<file path="src/rtl/apis_ram.sv">
// ----------------------------------------------------------------------------
// apis_ram
// generic single-port ram, one access per cycle, registered read data
// ----------------------------------------------------------------------------
module apis_ram #(
  parameter int WIDTH = 8,
  parameter int DEPTH = 256,
  parameter int AW    = (DEPTH > 1) ? $clog2(DEPTH) : 1
) (
  input  logic             clk_i,
  input  logic             we_i,
  input  logic [AW-1:0]    addr_i,
  input  logic [WIDTH-1:0] wdata_i,
  output logic [WIDTH-1:0] rdata_o
);

  logic [WIDTH-1:0] mem_q [DEPTH];
  logic [WIDTH-1:0] rdata_q;

  always_ff @(posedge clk_i) begin
    if (we_i) begin
      mem_q[addr_i] <= wdata_i;
    end
    rdata_q <= mem_q[addr_i];
  end

  assign rdata_o = rdata_q;

endmodule

</file>
<file path="config.mk">
export PLATFORM = sky130hd
export DESIGN_NAME = apis_ram
export DESIGN_NICKNAME = d
export VERILOG_FILES = /design/src/rtl/apis_ram.sv
export SDC_FILE = /design/constraint.sdc
export NUM_CORES = 2
export LEC_CHECK = 0
export BUFFER_PORTS_ARGS = -buffer_cell sky130_fd_sc_hd__buf_4
export CAP_MARGIN = 5
export CORE_MARGIN = 8
export CORE_UTILIZATION = 60
export CTS_BUF_LIST = sky130_fd_sc_hd__clkbuf_4 sky130_fd_sc_hd__clkbuf_8 sky130_fd_sc_hd__clkbuf_16
export CTS_CLUSTER_SIZE = 14
export DETAILED_ROUTE_END_ITERATION = 8
export PLACE_DENSITY = 0.78
export RECOVER_POWER = 100
export SLEW_MARGIN = 20
export SYNTH_ARGS = -nofsm -noshare
export SYNTH_HDL_FRONTEND = slang
export SYNTH_SLANG_ARGS = --single-unit
export TNS_END_PERCENT = 10
</file>
<file path="constraint.sdc">
create_clock -name clk_i -period 3.2 [get_ports clk_i]
set_input_delay 0.32 -clock clk_i [delete_from_list [all_inputs] [get_ports clk_i]]
set_output_delay 0.32 -clock clk_i [all_outputs]
set_load 0.05 [all_outputs]
</file>
==> flow_results.org <==
** Outcome
- The flow ran to the end, but the final reports show violations.
- The final reports fail on capacitance limit, slew limit.

** Timing
- Setup violations remaining at the end of the flow were counted as 0.
- For this run, the top clock speed supported by timing is 0.332 GHz.
- Transition at the pin with the smallest max-transition slack :: about 3000 ps
- The final max-slew violation count was roughly 1.1k.
- The clock period could shrink to 3010 ps.
- In this run the tightest slew margin relative to its limit is -100%.
- Fin Clk Skew :: roughly 22 ps
- Final count of hold timing violations :: 0
- Setup repair after global routing left no endpoint under its margin.
- The final critical path takes up approximately 94% of the cycle.

** Yosys
- Share of the synthesized area in compound gates (AO/OA/AOI/OAI) :: ~3.6%
- Seq/Total Area, Yosys :: slightly below 80%
- Adder-Cell Fraction of Synth Area :: 0%
- Distinct cell type count after synthesis :: 22
- The synthesized design contains between 2k and 2.5k enable-type register cells.
- Of the total synthesized cell area, the portion taken by AND, OR, NAND and NOR gates is between 1.5 and 2%.
- Mean instance size in the synthesized netlist :: ~22 µm²
- In this run, synthesis produced a sequential element count of slightly above 2k.
- Instance count of the mapped netlist :: 3547
- Prevailing post-synth register cell :: sky130_fd_sc_hd__edfxtp_1
- Counting flops with an async set or reset pin after synthesis yields a share of 0%.
- Synthesis produced a netlist with a net count of between 3k and 4k.
- Summed over all instances, the cell type with the most area after synthesis is sky130_fd_sc_hd__edfxtp_1.
- Sorting the synthesized cells by area gives the leading types as sky130_fd_sc_hd__edfxtp_1, sky130_fd_sc_hd__mux4_2, sky130_fd_sc_hd__a22oi_1.
- XOR/XNOR share of the synthesized area :: 0%
- Number of synthesis warnings :: 0
- Multiplexer fraction of the synthesized cell area :: approximately 15%
- After synthesis the cells add up to between 70000 and 80000 µm².
- The synthesized design devotes to its leading area cell type approximately 78% of total area.
- By area, the combinational part of the netlist is dominated by multiplexers.

** Layout
- In the final layout, flip-flops and latches occupy around 60000 µm².
- Fraction of final layout cells with drive strength greater than 1 :: 24.3%
- Compared with the post-synthesis result, the final layout area differs by 13.0%.
- For this run, the number of standard cells in the final layout without fillers is 5856.
- Cell area after layout :: between 80000 and 90000 µm²
- Combined area of the multi-input logic cells :: 15800 µm²
- Count of filler cells inserted in the layout :: 7721
- Net count of the finished layout :: slightly below 4k

** Floorplan
- Measured along the y axis, the die boundary spans ~380 µm.
- Num rows :: about 130
- IO Pins :: 26
- The initial utilization of the core area, before any placement, comes to between 60% and 70%.
- After floorplanning, the core was sized to cover between 100000 and 150000 µm².
- The floorplan step set the die width to roughly 380 µm.
- Die Footprint :: 143000 µm²

** Power and ir drop
- Max rail drop VDD :: just under 0.0009 V
- Overall power after layout :: ~55 mW
- Power spread over the standard cell area amounts to about 620 nW/µm².
- Leak Pwr :: about 27 nW

** Route
- The first detailed-routing pass ran for 7 iterations.
- Number of nets with antenna violations after routing :: 0
- Wires add up to between 150000 and 200000 µm.
- After detailed routing, the number of vias per cell comes to around 7.
- In this run, the number of DRC markers left after iteration 0 of detailed routing was between 5k and 6k.
- For this block, the via count after detailed routing is 39.9k.
- Post-route DRC violation count :: 0
- Average wire per standard cell :: between 30 and 40 µm

** Placement
- Last weighted congestion value of the routability-driven placer :: about 0.85
- Number of cells after detailed placement :: 5493
- During placement, the flow inserted port buffers numbering 25.
- The placed instances occupy a cell area of ~84000 µm².
- Post-detail-place hpwl :: about 110000 µm

** Clocking
- H-tree depth :: 4
- Clock-pin slew was measured on the worst setup and hold paths at 60 ps.
- Sink count of the clock tree :: ~2.1k
- TritonCTS clock tree :: done
- The root buffer cell chosen for the clock tree is sky130_fd_sc_hd__clkbuf_16.
- Number of buffers inserted during clock tree synthesis :: about 190
- Number of hold buffers added after cts :: 0
- Buffers added to address setup during post-CTS repair amount to 0.
- Gates resized, CTS repair :: 0
- Buffer depth of the longest clock path :: 3
- Later-pin clock latency in the skew report :: slightly above 800 ps

** Worst hold path
- The path class of the tightest hold or removal check is in2reg.

** Critical path
- Worst-path fanout max :: 52
- Worst EP arrival :: 3450 ps
- Worst path max stage delay :: just under 600 ps
- Crit. End Element :: flip-flop
- Cell Chain, Critical Path :: buf_8 -> buf_12 -> nor2b_1 -> nand3_1 -> clkbuf_1 -> clkbuf_1 -> nor2_1 -> clkbuf_1
- STA classifies the critical path startpoint as an input pin.
- On the critical path, the stage with the largest delay is an instance of sky130_fd_sc_hd__clkbuf_1.
- Cell repeated most along the worst path :: sky130_fd_sc_hd__clkbuf_1
- Worst Path Required :: approximately 3600 ps
- CP Class :: in2reg

** GRT
- The initial antenna violation count is 4.
- The total overflow left after global routing is 0.
- Entering global routing, the biggest net connects 130 pins.
- Via count of the first global-routing pass :: ~40k
- For this run, the total global-route usage over all layers was measured as about 27%.
- The first global-routing pass estimated approximately 280000 µm of wire.

** Job
- MaxCap Viol Count :: 13
## cell usage in the layout, fill, tap and decap left out, types with 2 or more instances in the layout
master and n:
sky130_fd_sc_hd__edfxtp_1 2048, sky130_fd_sc_hd__mux4_2 512, sky130_fd_sc_hd__clkbuf_1 268, sky130_fd_sc_hd__a22oi_1 256, sky130_fd_sc_hd__nor2_1 231, sky130_fd_sc_hd__clkbuf_16 197, sky130_fd_sc_hd__a21oi_1 128, sky130_fd_sc_hd__buf_4 99
sky130_fd_sc_hd__clkinv_1 54, sky130_fd_sc_hd__clkbuf_4 42, sky130_fd_sc_hd__buf_12 42, sky130_fd_sc_hd__clkinv_2 32, sky130_fd_sc_hd__nor3_1 30, sky130_fd_sc_hd__nand2_1 28, sky130_fd_sc_hd__o41ai_1 22, sky130_fd_sc_hd__clkbuf_2 22
sky130_fd_sc_hd__bufinv_16 16, sky130_fd_sc_hd__nand3_1 13, sky130_fd_sc_hd__inv_6 11, sky130_fd_sc_hd__o41ai_2 10, sky130_fd_sc_hd__diode_2 8, sky130_fd_sc_hd__nand4_1 8, sky130_fd_sc_hd__dfxtp_1 8, sky130_fd_sc_hd__nor2b_1 5
sky130_fd_sc_hd__nand2b_1 4, sky130_fd_sc_hd__nor2b_4 2, sky130_fd_sc_hd__nand2b_2 2, sky130_fd_sc_hd__or2_2 2, sky130_fd_sc_hd__clkinv_8 2, sky130_fd_sc_hd__buf_8 2
## synth_stat cells (2+ instances only)
cell and count:
sky130_fd_sc_hd__a21oi_1 128, sky130_fd_sc_hd__a22oi_1 256, sky130_fd_sc_hd__and2_1 3, sky130_fd_sc_hd__buf_1 19, sky130_fd_sc_hd__buf_2 36, sky130_fd_sc_hd__buf_4 16
sky130_fd_sc_hd__buf_6 16, sky130_fd_sc_hd__clkbuf_1 145, sky130_fd_sc_hd__dfxtp_1 8, sky130_fd_sc_hd__edfxtp_1 2048, sky130_fd_sc_hd__mux4_2 512, sky130_fd_sc_hd__nand2_1 28
sky130_fd_sc_hd__nand2b_1 6, sky130_fd_sc_hd__nand3_1 13, sky130_fd_sc_hd__nand4_1 8, sky130_fd_sc_hd__nor2_1 232, sky130_fd_sc_hd__nor2b_1 7, sky130_fd_sc_hd__nor3_1 30
sky130_fd_sc_hd__o41ai_1 32, sky130_fd_sc_hd__or2_2 2
## area by class of cell
cell class / count / area share (%)
sequential: 2056 / 69.5
multi-input combinational: 1258 / 17.9
clock buffer: 237 / 5.90
timing repair buffer: 436 / 3.10
tap: 1742 / 2.46
clock inverter: 118 / 1.14
antenna: 8 / 0.0226
inverter: 1 / 0.00423
## stage by stage
stage / hold slack (ps) / TNS [ps] / worst slack [ps] / util, %
final: 235 / 0 / 188 / 68.4
after global routing: 192 / 0 / 224 / 68.4
after CTS: 154 / 0 / 247 / 69.3
after detailed placement: 857 / -1270 / -422 / 64.5
after global placement: 862 / -4340 / -881 / 64.4
after floorplan: 419 / 0 / 661 / -
## worst max-delay path: cells and delay by family
kind / cells / cell delay (ps)
and+or+nand+nor: 3 / 800
buffers and inverters: 5 / 2200
## cell families after synthesis
family | count (synthesis)
buffers and inverters | 233
AO/OA/AOI/OAI | 416
multiplexers | 512
AND/OR/NAND/NOR | 330
flip-flops | 2056
## layer usage
metal / track usage, % / vias to the layer above / share of wire [%]
met5: 0 / - / 0.021
li1: - / 15900 / -
met1: 36.8 / 20800 / 35
met2: 42.9 / 2751 / 49
met4: 9.20 / 6 / 3.5
met3: 6.78 / 414 / 12
## path summary, 6_finish.rpt
| path | slack [ps] | cells after the start | startpoint | to |
|---|---|---|---|---|
| worst max register to register | 530 | 6 | mem_q[215][1]$_DFFE_PP_ | rdata_o[1]$_DFF_P_ |
| worst max-delay path | 190 | 8 | addr_i[1] | mem_q[22][5]$_DFFE_PP_ |
| worst min-delay path | 230 | 5 | addr_i[7] | rdata_o[7]$_DFF_P_ |
| worst min register to register | 1040 | 5 | mem_q[98][0]$_DFFE_PP_ | rdata_o[0]$_DFF_P_ |
## where the power goes
part	internal, mW	leakage [nW]	switching, mW	total, mW
registers	29.7	18.5	0.0479	29.8
clock network	12.9	3.13	9.68	22.6
logic	0.922	5.50	1.71	2.63
total	43.5	27.1	11.4	55.0
## registers in the layout, indices dropped and copies added (netlist names)
name,flops
mem_q,2048
rdata_o,8
(Power assumes the default switching activity.)
